**config.mk**
```make
export PLATFORM = sky130hd
export DESIGN_NAME = wbod_div
export DESIGN_NICKNAME = d
export VERILOG_FILES = /design/src/hdl/wbod_pkg.sv /design/src/hdl/wbod_div.sv
export SDC_FILE = /design/constraint.sdc
export NUM_CORES = 1
export LEC_CHECK = 0
export ABC_CLOCK_PERIOD_IN_PS = 5400
export BUFFER_PORTS_ARGS = -buffer_cell sky130_fd_sc_hd__buf_2
export CORE_ASPECT_RATIO = 1.4
export CORE_MARGIN = 2
export CORE_UTILIZATION = 55
export CTS_CLUSTER_DIAMETER = 30
export DETAILED_ROUTE_END_ITERATION = 8
export PLACE_DENSITY = 0.83
export SLEW_MARGIN = 0
export SYNTH_ARGS = -nofsm -noshare
export SYNTH_HDL_FRONTEND = slang
export SYNTH_SLANG_ARGS = --single-unit
export TNS_END_PERCENT = 1
```
**constraint.sdc**
```tcl
create_clock -name clock -period 5.4 [get_ports clock]
set_input_delay 0 -clock clock [delete_from_list [all_inputs] [get_ports clock]]
set_output_delay 0 -clock clock [all_outputs]
set_load 0.01 [all_outputs]
```
**src/hdl/wbod_pkg.sv**
```systemverilog
// Package for the weighted bond-order density block: sizes, payload structs,
// register indexes, state encoding and the exp2 fraction table.
// No dependencies.
`default_nettype none
package wbod_pkg;

   localparam int MAX_NEIGHBOURS  = 32;
   localparam int EXP_TABLE_DEPTH = 256;
   localparam int ROOT_BITS       = 24;
   localparam logic [16:0] INV_LN2_Q16 = 17'd94548;

   localparam int ADDR_W  = (MAX_NEIGHBOURS > 1) ? $clog2(MAX_NEIGHBOURS) : 1;
   localparam int CNT_W   = $clog2(MAX_NEIGHBOURS + 1);
   localparam int TOT_W   = $clog2(65535 * MAX_NEIGHBOURS + 1);
   localparam int SUM_W   = 33 + CNT_W;
   localparam int DVD_W   = SUM_W + 8;
   localparam int QUO_W   = 25;
   localparam int QCNT_W  = $clog2(QUO_W + 1);
   localparam int EXP_IW  = $clog2(EXP_TABLE_DEPTH);
   localparam int ENTRY_W = 64;

   typedef enum logic [1:0] {
      KIND_CLEAR = 2'd0,
      KIND_ADD   = 2'd1,
      KIND_QUERY = 2'd2
   } kind_type;

   typedef enum logic [1:0] {
      CSR_KERNEL_MODE = 2'd0,
      CSR_CONE_COSINE = 2'd1,
      CSR_KAPPA       = 2'd2,
      CSR_SCALE       = 2'd3
   } csr_index_type;

   typedef enum logic [2:0] {
      ST_IDLE,
      ST_SCAN,
      ST_DIV,
      ST_MUL,
      ST_SAT
   } state_type;

   typedef struct packed {
      logic [1:0]         kind;
      logic signed [15:0] vec_x;
      logic signed [15:0] vec_y;
      logic signed [15:0] vec_z;
      logic [15:0]        bond_weight;
   } req_type;

   typedef struct packed {
      logic [31:0] density;
      logic        no_neighbours;
      logic        saturated;
   } rsp_type;

   typedef logic [16:0] exp_rom_type [EXP_TABLE_DEPTH];

   function automatic logic [63:0] isqrt64(input logic [63:0] x_in);
      logic [63:0] x;
      logic [63:0] res;
      logic [63:0] bitv;
      x    = x_in;
      res  = '0;
      bitv = 64'd1 << 62;
      while (bitv > x) bitv = bitv >> 2;
      while (bitv != 0) begin
         if (x >= res + bitv) begin
            x   = x - (res + bitv);
            res = (res >> 1) + bitv;
         end else begin
            res = res >> 1;
         end
         bitv = bitv >> 2;
      end
      return res;
   endfunction

   // 2^(-i/DEPTH) in Q1.16 by products of repeated square roots of one half
   function automatic exp_rom_type build_exp_rom();
      exp_rom_type rom;
      logic [63:0] root [ROOT_BITS + 1];
      logic [63:0] q;
      logic [63:0] p;
      root[0] = 64'd1 << 29;
      for (int b = 1; b <= ROOT_BITS; b++) root[b] = isqrt64(root[b - 1] << 30);
      for (int i = 0; i < EXP_TABLE_DEPTH; i++) begin
         q = (64'(i) << ROOT_BITS) / EXP_TABLE_DEPTH;
         p = 64'd1 << 30;
         for (int b = 1; b <= ROOT_BITS; b++)
            if (q[ROOT_BITS - b]) p = (p * root[b]) >> 30;
         rom[i] = 17'((p + (64'd1 << 13)) >> 14);
      end
      return rom;
   endfunction

   localparam exp_rom_type EXP_ROM = build_exp_rom();

endpackage
`default_nettype wire

```
**src/hdl/wbod_div.sv**
```systemverilog
// Restoring divider, one quotient bit per cycle, for the weight-total
// normalization. Depends on wbod_pkg.
`default_nettype none
module wbod_div
   import wbod_pkg::*;
(
   input  wire logic             clock,
   input  wire logic             reset,
   input  wire logic             start,
   input  wire logic [DVD_W-1:0] dividend,
   input  wire logic [TOT_W-1:0] divisor,
   output logic                  done,
   output logic      [QUO_W-1:0] quotient
);

   logic [TOT_W-1:0]  rem_ff, rem_in;
   logic [QUO_W-1:0]  quo_ff, quo_in;
   logic [QCNT_W-1:0] cnt_ff, cnt_in;
   logic              done_ff, done_in;
   logic [TOT_W:0]    trial;

   always_comb begin
      rem_in  = rem_ff;
      quo_in  = quo_ff;
      cnt_in  = cnt_ff;
      done_in = 1'b0;
      trial   = {rem_ff, quo_ff[QUO_W-1]};
      if (start) begin
         // quotient stays below 2^QUO_W, so the high part is below the divisor
         rem_in = TOT_W'(dividend >> QUO_W);
         quo_in = dividend[QUO_W-1:0];
         cnt_in = QCNT_W'(QUO_W);
      end else if (cnt_ff != '0) begin
         if (trial >= {1'b0, divisor}) begin
            rem_in = TOT_W'(trial - {1'b0, divisor});
            quo_in = {quo_ff[QUO_W-2:0], 1'b1};
         end else begin
            rem_in = TOT_W'(trial);
            quo_in = {quo_ff[QUO_W-2:0], 1'b0};
         end
         cnt_in  = cnt_ff - 1'b1;
         done_in = (cnt_ff == QCNT_W'(1));
      end
   end

   always_ff @(posedge clock) begin
      if (reset) begin
         cnt_ff  <= '0;
         done_ff <= 1'b0;
      end else begin
         cnt_ff  <= cnt_in;
         done_ff <= done_in;
      end
   end

   always_ff @(posedge clock) begin
      rem_ff <= rem_in;
      quo_ff <= quo_in;
   end

   assign done     = done_ff;
   assign quotient = quo_ff;

   assert property (@(posedge clock) disable iff (reset) done |-> cnt_ff == '0)
      else $error("divider done while still iterating");
   assert property (@(posedge clock) disable iff (reset)
      (cnt_ff == QCNT_W'(1) && !start) |=> done)
      else $error("divider missed its done pulse");
   assert property (@(posedge clock) disable iff (reset) cnt_ff <= QCNT_W'(QUO_W))
      else $error("divider count out of range");

endmodule
`default_nettype wire

```
# After elaboration in Yosys (flattened, before gate mapping)
# Cells that the tools add are included.
# classes
muxes	8
n_reduce_logical	4
order_cmp	1
n_bitwise	1
eq_ne	1
addsub	2
# ops
operator	count
$mux W21	3
$mux W25	2
$ge A22 B21 Y1	1
$sub A21 B21 Y21	1
$mux W5	2
$eq A5 B1 Y1 const B	1
$reduce_bool A5 Y1	1
$sub A5 B1 Y5 const B	1
$reduce_or A3 Y1	1
$reduce_bool A2 Y1	1
$reduce_or A2 Y1	1
$mux W1	1
$not A1 Y1	1
# word_totals
word_cells	22
input_bits	71
register_bits	52
output_inout_bits	26

# Longest topological paths before layout
# Gate-level depths: netlist (run 1).
# depth
ltp_word	4
mapped_depth	12

# Worst setup path before layout (run 1)
# OpenSTA, ideal clock, no wires.
# synth_timing
path_kind	reg2reg
startpoint	register quo_ff[24] (netlist: quotient[24])
endpoint	register rem_ff[4], data pin
arrival_time_ns	2.713
path_slack_ns	2.427
period_less_slack_ns	2.973
path_stages_with_launch	12
cell_sequence	edfxtp_1 inv_1 ha_1 inv_1 fa_1 a21oi_1 o2111ai_1 a21oi_2 o21ai_1 a31oi_4 mux2_2 mux2_2
# synth_via
elab_chain_len	4
elab_cells_between_ends	5
classes_between	1 x add/sub; 1 x order compare; 3 x mux
# synth_lines
element	line_no	rtl
start: declaration	wbod_div.sv:17	logic [QUO_W-1:0] quo_ff, quo_in;
start signal: assignment	wbod_div.sv:58	quo_ff <= quo_in;
$sub A21 B21 Y21 / $ge A22 B21 Y1 (equally long branches)	wbod_div.sv:35, wbod_div.sv:34	
$mux W21 *	wbod_div.sv:34	if (trial >= {1'b0, divisor}) begin
$mux W21 *	wbod_div.sv:33	end else if (cnt_ff != '0) begin
$mux W21 *	wbod_div.sv:28	if (start) begin
via rem_in[4]	wbod_div.sv:16	logic [TOT_W-1:0] rem_ff, rem_in;
end signal: assignment	wbod_div.sv:57	rem_ff <= rem_in;
end: declaration	wbod_div.sv:16	
# Mark *: on every way through the listed nets, which the timed path passes. The rest lies on a longest branch. The select of a mux whose other input is x is not followed.
# A chain may end at the register's enable or synchronous reset.

# Worst setup path in the final report (run 1)
# layout_timing
startpoint	register quo_ff[24] (netlist: quotient[24])
endpoint	register rem_ff[13], data pin
# The elaborated chain is that of the path after synthesis.

==> impl_metrics.json, run 1 <==
{
  "number_of_flops_mapped_to_enable_cells_by_yosys": 46,
  "clock_latency_ns": 0.31,
  "die_width_um": 73.5,
  "port_buffers": 95,
  "design.die.area_sq_um": 7440,
  "final_cell_area_excluding_filler_cells_sq_um": 4650,
  "synth_ff_type": "edfxtp_1",
  "drive_above_1_share_pct": 28.7,
  "clk_transition_reported_paths_ns": 0.10,
  "dieHeight_um": 101,
  "numClockSinks": 52,
  "power_leakage_nw": 2.04,
  "synth.distinct_cells": 57,
  "tightest_slew_ns": 1.09,
  "setup_repair_after_global_routing_missed_its_margin": "no",
  "tritoncts": "yes",
  "timing_max_transition_violations_final": 0,
  "via_to_cell_ratio": 5.73,
  "grt.total_usage_pct": 22.6,
  "io_pins": 97,
  "critPathKind": "reg2reg",
  "nFillCells": 507,
  "routed_wire_length_per_instance_um": 15.2,
  "largest_net_degree_at_the_start_of_global_routing": 86,
  "max_cap_violations": 0,
  "postPlaceCellArea_sq_um": 4200,
  "initial_utilization_pct": 56.6,
  "final_hold_slack_ns": -0.00704,
  "part_of_the_cycle_the_worst_path_needs_pct": 65.1,
  "drt_pass1_iterations": 4,
  "wire_length_of_the_first_global_routing_pass_um": 13400,
  "path_max_fanout": 23,
  "vdd.ir_drop.worst_v": 0.000360,
  "ys_seq_elements": 52,
  "routed_wl_um": 8580,
  "tns_ns": 0,
  "finalHoldViolCount": 2,
  "num_rows": 35,
  "synth_cells": 371,
  "worst_ep_required_time_ns": 5.47,
  "ant_nets": 0,
  "power_per_unit_of_standard_cell_area_nw_per_um2": 455,
  "core_area_sq_um": 6570,
  "critPathArrivalTime_ns": 3.58,
  "setup_viol_count_final": 0,
  "syn-mean-instance-area_sq_um": 10.0,
  "number_of_antenna_violations_at_the_first_check_in_global_routing": 0,
  "clockBufferDepth": 2,
  "postLayoutCoreUtil_pct": 70.8,
  "via_count_of_the_first_global_routing_pass": 3109,
  "finalCriticalPeriod_ns": 3.51,
  "start_kind": "flip-flop",
  "syn_nets": 466,
  "antenna_cells_inserted": 0,
  "ctsResizeCount": 0,
  "run_status": "finished, violations left",
  "layout-area-overhead-vs-synth_pct": 25.1,
  "cp-end-kind": "flip-flop",
  "via_count": 3242,
  "globalRoute.totalOverflow": 0,
  "violations_in_the_final_reports": "hold timing",
  "ys.warnings.count": 0,
  "post_synth_design_cell_area_sq_um": 3720,
  "numCtsBuffers": 5,
  "cts_root_buf": "clkbuf_8",
  "synth_async_sr_flop_share_pct": 0,
  "finalWeightedCongestion": 0.877,
  "slew_headroom_pct": 27.3,
  "dp_hpwl_um": 5820,
  "hold_path.class": "in2reg",
  "drc_errors": 0,
  "ys_seq_area_share_pct": 40.4,
  "layout.nets": 586,
  "drt_iter0_markers": 206,
  "htreeDepth": 2,
  "final_setup_skew_ns": 0.00755,
  "achievable-frequency_mhz": 285
}
path summary, 6_finish.rpt:
kind	start	end	slack [ns]	cells after the start
min	dividend[31]	rem_ff[6]$_DFFE_PP_	-0.007	3
min reg2reg	cnt_ff[4]$_SDFFE_PP0P_	cnt_ff[4]$_SDFFE_PP0P_	0.52	2
max reg2reg	quotient[24]$_DFFE_PP_	rem_ff[13]$_DFFE_PP_	1.89	12
max	quotient[24]$_DFFE_PP_	rem_ff[13]$_DFFE_PP_	1.89	12
Yosys cell counts (3+ instances only):
| cell | n | area share, % |
|---|---|---|
| edfxtp_1 | 46 | 37 |
| inv_1 | 32 | 3.2 |
| mux2_2 | 27 | 8.2 |
| nand2_1 | 25 | 2.5 |
| ha_1 | 23 | 7.7 |
| a21oi_1 | 19 | 2.6 |
| nor2_1 | 18 | 1.8 |
| o21ai_0 | 18 | 2.4 |
| nor3_1 | 12 | 1.6 |
| nor2b_1 | 10 | 1.7 |
| nand3_1 | 9 | 1.2 |
| xnor2_1 | 9 | 2.1 |
| clkbuf_1 | 8 | 0.81 |
| xor2_1 | 8 | 1.9 |
| a221o_1 | 6 | 1.6 |
| buf_2 | 6 | 0.81 |
| dfxtp_1 | 6 | 3.2 |
| mux2i_1 | 6 | 1.6 |
| nand3b_1 | 6 | 1.2 |
| a211oi_1 | 5 | 1.0 |
| o21ai_1 | 5 | 0.67 |
| o311ai_0 | 5 | 1.2 |
| a21oi_2 | 4 | 0.94 |
| a21o_1 | 3 | 0.61 |
| a221oi_1 | 3 | 0.71 |
| a31oi_1 | 3 | 0.50 |
| nand4_1 | 3 | 0.50 |
| nor4_1 | 3 | 0.50 |
| or4_1 | 3 | 0.61 |
placed cells by master, fill, tap and decap left out, types with 8 or more instances in the layout:
cell	Yosys	routed
mux2_2	27	27
nand2_1	25	25
dlygate4sd3_1	0	36
xnor2_1	9	9
o21ai_0	18	18
inv_1	32	32
nand3_1	9	9
xor2_1	8	8
a21oi_1	19	19
edfxtp_1	46	46
ha_1	23	23
nor2b_1	10	10
buf_2	6	95
nor3_1	12	12
nor2_1	18	18
final cells by class:
cell class	instances	area, sq um	area share (%)
clock buffer	5	68.8	1.48
sequential	52	1500	32.3
tap	74	92.6	1.99
multi-input combinational	267	2000	42.9
inverter	32	120	2.58
clock inverter	3	21.3	0.457
timing repair buffer	133	851	18.3
state kept, by name, indices dropped and copies added (netlist names):
register  count
cnt_ff        5
done          1
quotient     25
rem_ff       21
stage by stage:
| step | worst slack (ns) | power, mW | instances |
|---|---|---|---|
| floorplan | 2.43 | 1.61 | 371 |
| global placement | 1.93 | 1.82 | 522 |
| detailed placement | 1.91 | 1.84 | 522 |
| CTS | 1.87 | 2.11 | 566 |
| global route | 1.62 | 2.26 | 566 |
| finish | 1.89 | 2.12 | 566 |
cell families (layout without fill, tap and decap cells):
family,count (synthesis),after routing,synth area share [%]
buffers and inverters,52,173,5.92
AOI/OAI and AO/OA,90,90,17.1
and+or+nand+nor,103,103,14.5
xor gates and xnor gates,17,17,4.00
adders and majority gates,24,24,8.28
DFF,52,52,40.4
muxes,33,33,9.79
metal layers:
metal / GRT usage, % / routed length (um) / vias up
li1: - / - / 1619
met3: 2.79 / 261 / 15
met1: 26.9 / 3550 / 1532
met2: 40.7 / 4580 / 76
met4: 8.53 / 182 / 0
met5: 0 / 0 / -
report_power, final:
group | switching, mW | internal, mW
sequential | 0.0657 | 0.600
combinational | 0.691 | 0.527
clock | 0.140 | 0.0924
critical path, stage by stage (launching register included):
cell and delay (ns):
edfxtp_1 0.39, inv_1 0.09, ha_1 0.17, inv_1 0.06, fa_1 0.42, a21oi_1 0.21
o2111ai_1 0.22, a21oi_2 0.31, o21ai_1 0.16, a31oi_4 0.44, buf_4 0.36, nor2_1 0.11
a221o_1 0.33
what timing repair did:
action | in CTS | in global routing
hold buffers | 36 | 0
setup buffers | 0 | 0
endpoints found under the hold margin | 40 | 0
No activity file was read; power rests on OpenSTA's default activity.
==> inputs of run 2 (changes only) <==
ABC_CLOCK_PERIOD_IN_PS = 3370   (was 5400)
CORE_UTILIZATION = 54   (was 55)
PLACE_DENSITY = 0.81   (was 0.83)
clock period = 3.37 ns   (was 5.4 ns; I/O delays follow)
==> impl_metrics.json, run 2 (synthesis results as in run 1) <==
{
  "holdPathStages": 3,
  "final_common_cell": "buf_2",
  "finalWeightedCongestion": 0.877,
  "power_per_unit_of_standard_cell_area_nw_per_um2": 730,
  "detail_route.wirelength.met1_um": 3590,
  "max_cap_violations": 0,
  "finalHoldViolCount": 0,
  "critPathKind": "reg2reg",
  "top_signal_layer_used": "met4",
  "worst-r2r-setup-slack_ns": 0.24,
  "crit_chain": "inv_1 -> ha_1 -> inv_1 -> fa_1 -> a21oi_1 -> o2111ai_1 -> a21oi_2 -> o21ai_1 -> a31oi_4 -> buf_4 -> nor2_1 -> a221o_1",
  "setup_repair_after_global_routing_missed_its_margin": "no",
  "numClockSinks": 52,
  "netSwitchingFraction_pct": 42.7,
  "layout-area-overhead-vs-synth_pct": 27.0,
  "drive_above_1_share_pct": 28.9,
  "port_buffers": 95,
  "die_width_um": 74.1,
  "final_setup_skew_ns": 0.0107,
  "final_hold_slack_ns": 0.000489,
  "cts_root_buf": "clkbuf_8",
  "reg2reg_depth": 12,
  "path_max_fanout": 17,
  "power.share.sequential_pct": 31.2,
  "crit-reg2reg-capture": "rem_ff[13]$_DFFE_PP_",
  "biggest_cell_delay_along_the_critical_path_ns": 0.42,
  "part_of_the_cycle_the_worst_path_needs_pct": 92.9,
  "clock_latency_ns": 0.32,
  "worst_ep_required_time_ns": 3.44,
  "setup_viol_count_final": 0,
  "achievable-frequency_mhz": 319,
  "antenna_cells_inserted": 0,
  "tritoncts": "yes",
  "number_of_antenna_violations_at_the_first_check_in_global_routing": 0,
  "htreeDepth": 2,
  "hold_path.class": "in2reg",
  "pwr-share-comb_pct": 58.0,
  "critPathSlowestCell": "fa_1",
  "io_pins": 97,
  "dieHeight_um": 102,
  "via_to_cell_ratio": 5.54,
  "grt.total_usage_pct": 24.7,
  "via_count": 3268,
  "dp_hpwl_um": 6420,
  "vdd.ir_drop.worst_v": 0.000503,
  "placed_insts": 544,
  "tightest_slew_ns": 0.528,
  "finalPower_mw": 3.45,
  "numCtsBuffers": 5,
  "start_kind": "flip-flop",
  "wire_length_of_the_first_global_routing_pass_um": 14600,
  "tns_ns": 0,
  "critPathArrivalTime_ns": 3.20,
  "largest_register_ff_count": 25,
  "layout.nets": 592,
  "worst_flop_to_flop_path_startpoint": "quotient[24]$_DFFE_PP_",
  "met3_wirelength_um": 378,
  "slew_headroom_pct": 64.8,
  "drt_pass1_iterations": 5,
  "power_leakage_nw": 2.07,
  "drc_errors": 0,
  "clk_transition_reported_paths_ns": 0.10,
  "ant_nets": 0,
  "final_cell_area_excluding_filler_cells_sq_um": 4720,
  "post-cts-setup-buffer-count": 0,
  "critPathMostFrequentCell": "inv_1",
  "largest_net_degree_at_the_start_of_global_routing": 36,
  "ctsResizeCount": 0,
  "nFillCells": 471,
  "clockBufferDepth": 2,
  "post_route_non_filler_standard_cell_count": 590,
  "drt_iter0_markers": 222,
  "switchingPower_mw": 1.47,
  "p_int_mw": 1.97,
  "clock_power_share_pct": 10.8,
  "timing.hold.worst_endpoint": "rem_ff[6]$_DFFE_PP_",
  "postPlaceCellArea_sq_um": 4250,
  "routed_wl_um": 9150,
  "num_rows": 35,
  "layout.cells.most_common_list": "buf_2, edfxtp_1, dlygate4sd3_1, inv_1, mux2_2",
  "routed_wire_length_per_instance_um": 15.5,
  "globalRoute.totalOverflow": 0,
  "run_status": "complete, no violations",
  "initial_utilization_pct": 56.2,
  "via_count_of_the_first_global_routing_pass": 3359,
  "timing_max_transition_violations_final": 0,
  "core_area_sq_um": 6610,
  "cts_hold_buf": 38,
  "min_from": "dividend[31]",
  "cp-end-kind": "flip-flop",
  "detailroute.wirelength.met2_um": 4840,
  "finalCriticalPeriod_ns": 3.13,
  "design.die.area_sq_um": 7580
}
==> run 2: final cells by class <==
cell class / instances / area, sq um / area share (%)
Timing Repair Buffer: 139 / 901 / 19.1
Inverter: 32 / 120 / 2.54
Sequential cell: 52 / 1500 / 31.8
Clock inverter: 2 / 13.8 / 0.292
Multi-Input combinational cell: 267 / 2000 / 42.3
Clock buffer: 6 / 72.6 / 1.54
Tap cell: 92 / 115 / 2.44
==> run 2: per-stage QoR <==
stage	worst slack, ns	utilization (%)
after floorplan	0.397	-
final	0.240	71.4
after detailed placement	0.258	64.3
after global routing	0.0331	71.4
after global placement	0.364	64.3
after CTS	0.227	71.4
==> run 2: how the worst max path moves through the flow <==
| stage | endpoint | cells past startpoint | startpoint |
|---|---|---|---|
| finish | rem_ff[13]$_DFFE_PP_ | 12 | quotient[24]$_DFFE_PP_ |
| detailed placement | rem_ff[13]$_DFFE_PP_ | 12 | quotient[24]$_DFFE_PP_ |
| CTS | rem_ff[13]$_DFFE_PP_ | 12 | quotient[24]$_DFFE_PP_ |
| global route | rem_ff[13]$_DFFE_PP_ | 12 | quotient[24]$_DFFE_PP_ |
| floorplan | rem_ff[4]$_DFFE_PP_ | 11 | quotient[24]$_DFFE_PP_ |
| global placement | rem_ff[13]$_DFFE_PP_ | 12 | quotient[24]$_DFFE_PP_ |
==> run 2: metal layers <==
metal	track usage (%)	up-vias
met5	0	-
met4	11.7	0
met2	45.3	101
met3	2.86	29
li1	-	1630
met1	27.8	1508
==> run 2: critical path, delay by kind of cell, from the launching register on <==
family	cells	cell delay, ns
flops	1	0.39
compound gates	6	1.37
simple gates	1	0.11
fa+ha+maj	2	0.61
buf+inv	3	0.40
==> run 2: power by group through the flow <==
| stage | clock (mW) | sequential (mW) | combinational (mW) |
|---|---|---|---|
| after floorplan | 0 | 1.08 | 1.50 |
| after global placement | 0 | 1.08 | 1.86 |
| after detailed placement | 0 | 1.08 | 1.91 |
| after CTS | 0.382 | 1.07 | 1.96 |
| after global routing | 0.395 | 1.10 | 2.19 |
| final | 0.373 | 1.07 | 2.00 |
==> inputs of run 3 (changes only) <==
ABC_AREA = 1   (was unset)
CORE_UTILIZATION = 55   (was 54)
==> impl_metrics.json, run 3 <==
{
  "vdd.ir_drop.worst_v": 0.000472,
  "critPathArrivalTime_ns": 2.76,
  "start_kind": "flip-flop",
  "syn-mean-instance-area_sq_um": 7.02,
  "layout.nets": 831,
  "clockBufferDepth": 2,
  "ys.warnings.count": 0,
  "drt_iter0_markers": 240,
  "post_synth_fa_ha_maj_area_fraction_pct": 7.32,
  "dp_hpwl_um": 7890,
  "numCtsBuffers": 5,
  "finalCriticalPeriod_ns": 2.68,
  "power_per_unit_of_standard_cell_area_nw_per_um2": 657,
  "synth.distinct_cells": 38,
  "syn_nets": 694,
  "antenna_cells_inserted": 0,
  "die_width_um": 77.9,
  "synth_cells": 599,
  "routed_wire_length_per_instance_um": 13.9,
  "initial_utilization_pct": 57.1,
  "largest_register_ff_count": 25,
  "synth_async_sr_flop_share_pct": 0,
  "yosys.cell_count.top_type": "nand2_1",
  "path_max_fanout": 22,
  "synth_top_family_by_area": "simple AND/OR/NAND/NOR gates",
  "post_synth_main_area_contributors": "edfxtp_1, nand2_1, inv_1, ha_1, nand3_1",
  "wire_length_of_the_first_global_routing_pass_um": 19000,
  "ant_nets": 0,
  "num_rows": 37,
  "postLayoutCoreUtil_pct": 72.1,
  "worst_ep_required_time_ns": 3.45,
  "layout-area-overhead-vs-synth_pct": 26.3,
  "clk_transition_reported_paths_ns": 0.10,
  "critPathKind": "reg2reg",
  "setup_viol_count_final": 0,
  "design.die.area_sq_um": 8370,
  "placed_insts": 779,
  "max_cap_violations": 0,
  "timing_max_transition_violations_final": 0,
  "multi_input_area_sq_um": 2260,
  "final_common_cell": "nand2_1",
  "synth_compound_gate_area_share_pct": 3.04,
  "ys_seq_elements": 52,
  "setup_repair_after_global_routing_missed_its_margin": "no",
  "drive_above_1_share_pct": 19.3,
  "final_setup_skew_ns": 0.00359,
  "synth_ff_type": "edfxtp_1",
  "post_synth_design_cell_area_sq_um": 4200,
  "core_area_sq_um": 7360,
  "synth_top_area_cell": "edfxtp_1",
  "numClockSinks": 52,
  "clock_latency_ns": 0.31,
  "power_leakage_nw": 2.84,
  "ctsResizeCount": 0,
  "number_of_flops_mapped_to_enable_cells_by_yosys": 46,
  "tns_ns": 0,
  "drc_errors": 0,
  "finalWeightedCongestion": 0.939,
  "via_to_cell_ratio": 5.18,
  "via_count": 4317,
  "finalWorstSetupSlack_ns": 0.689,
  "part_of_the_cycle_the_worst_path_needs_pct": 79.5,
  "layout.cells.most_common_list": "nand2_1, buf_2, inv_1, dlygate4sd3_1, edfxtp_1",
  "largest_net_degree_at_the_start_of_global_routing": 30,
  "cts_root_buf": "clkbuf_8",
  "routed_wl_um": 11600,
  "via_count_of_the_first_global_routing_pass": 4326,
  "synth_largest_type_area_fraction_pct": 32.9,
  "achievable-frequency_mhz": 373,
  "port_buffers": 95,
  "post_synth_mux_area_share_pct": 0,
  "run_status": "complete, no violations",
  "tightest_slew_ns": 0.957,
  "finalHoldViolCount": 0,
  "layout.area.seq_sq_um": 1500,
  "detailedPlace.worstSlack_ns": 0.695,
  "htreeDepth": 2,
  "globalRoute.totalOverflow": 0,
  "drt_pass1_iterations": 5,
  "io_pins": 97,
  "synth_xor_xnor_area_share_pct": 1.88,
  "number_of_antenna_violations_at_the_first_check_in_global_routing": 0,
  "nFillCells": 552,
  "tritoncts": "yes",
  "dieHeight_um": 107,
  "netlist_top_cells_count": "nand2_1, inv_1, edfxtp_1, nand3_1, nor2_1",
  "grt.total_usage_pct": 28.6,
  "hold_path.class": "in2reg",
  "ys_seq_area_share_pct": 35.7,
  "slew_headroom_pct": 36.1,
  "cp-end-kind": "flip-flop",
  "post_route_non_filler_standard_cell_count": 834,
  "synth_simple_gate_area_share_pct": 41.6
}
run 3: final timing paths:
path,from,to,slack (ns),depth (start not counted)
setup reg to reg,quotient[24]$_DFFE_PP_,rem_ff[18]$_DFFE_PP_,0.69,16
setup / recovery,quotient[24]$_DFFE_PP_,rem_ff[18]$_DFFE_PP_,0.69,16
hold reg to reg,cnt_ff[4]$_SDFFE_PP0P_,done$_SDFF_PP0_,0.45,1
hold / removal,start,rem_ff[16]$_DFFE_PP_,0.23,3
run 3: cell families after synthesis:
kind of cell / after synthesis
adders and majority gates: 24
AOI/OAI and AO/OA: 22
xor gates and xnor gates: 9
DFF: 52
and+or+nand+nor: 387
buffers and inverters: 105
run 3: timing repair:
item	in CTS	in global routing
hold endpoints to repair	49	0
setup buffers	0	0
hold buffers	47	0
run 3: through the flow:
step / hold WS [ns] / power, mW / instance area, sq um
6_report: 0.230 / 3.49 / 5310
5_1_grt: 0.250 / 3.79 / 5310
4_1_cts: 0.219 / 3.45 / 5310
3_5_place_dp: 0.221 / 2.97 / 4730
3_3_place_gp: 0.211 / 2.92 / 4730
2_1_floorplan: 0.0691 / 2.57 / 4200
run 3: layer usage:
metal  up-vias  track usage (%)  wire [um]  part of all wire, %
met5         -                0          0                    0
met4         0             14.8        552                  4.8
met3        39             4.03        626                  5.4
met2       162             51.6       5710                   49
met1      1962             32.5       4680                   40
li1       2154                -          -                    -
run 3: critical path: stages (launching register included):
cell	delay, ns
edfxtp_1	0.39
inv_1	0.08
ha_1	0.13
inv_1	0.07
fa_1	0.43
nand2_2	0.10
nand2_2	0.06
nand3_1	0.07
nand2_1	0.08
nand2_1	0.12
nand2_2	0.09
nand2_4	0.24
nand2_4	0.24
nand2_1	0.15
nand2_1	0.07
nand2_1	0.07
nand2_1	0.04
run 3: power by group:
group | total, mW | switching (mW) | leakage (nW) | internal (mW)
Clock | 0.439 | 0.219 | 0.0541 | 0.220
Sequential | 1.04 | 0.118 | 0.540 | 0.923
Combinational | 2.01 | 1.24 | 2.24 | 0.766
Total | 3.49 | 1.58 | 2.84 | 1.91
run 3: area by class of cell:
type / count / share of cell area [%]
clock buffers: 5 / 1.30
flip-flops and latches: 52 / 28.3
clock inverters: 3 / 0.801
repair buffers: 147 / 18.5
well taps: 97 / 2.29
multi-input cells: 442 / 42.6
inverters: 88 / 6.22
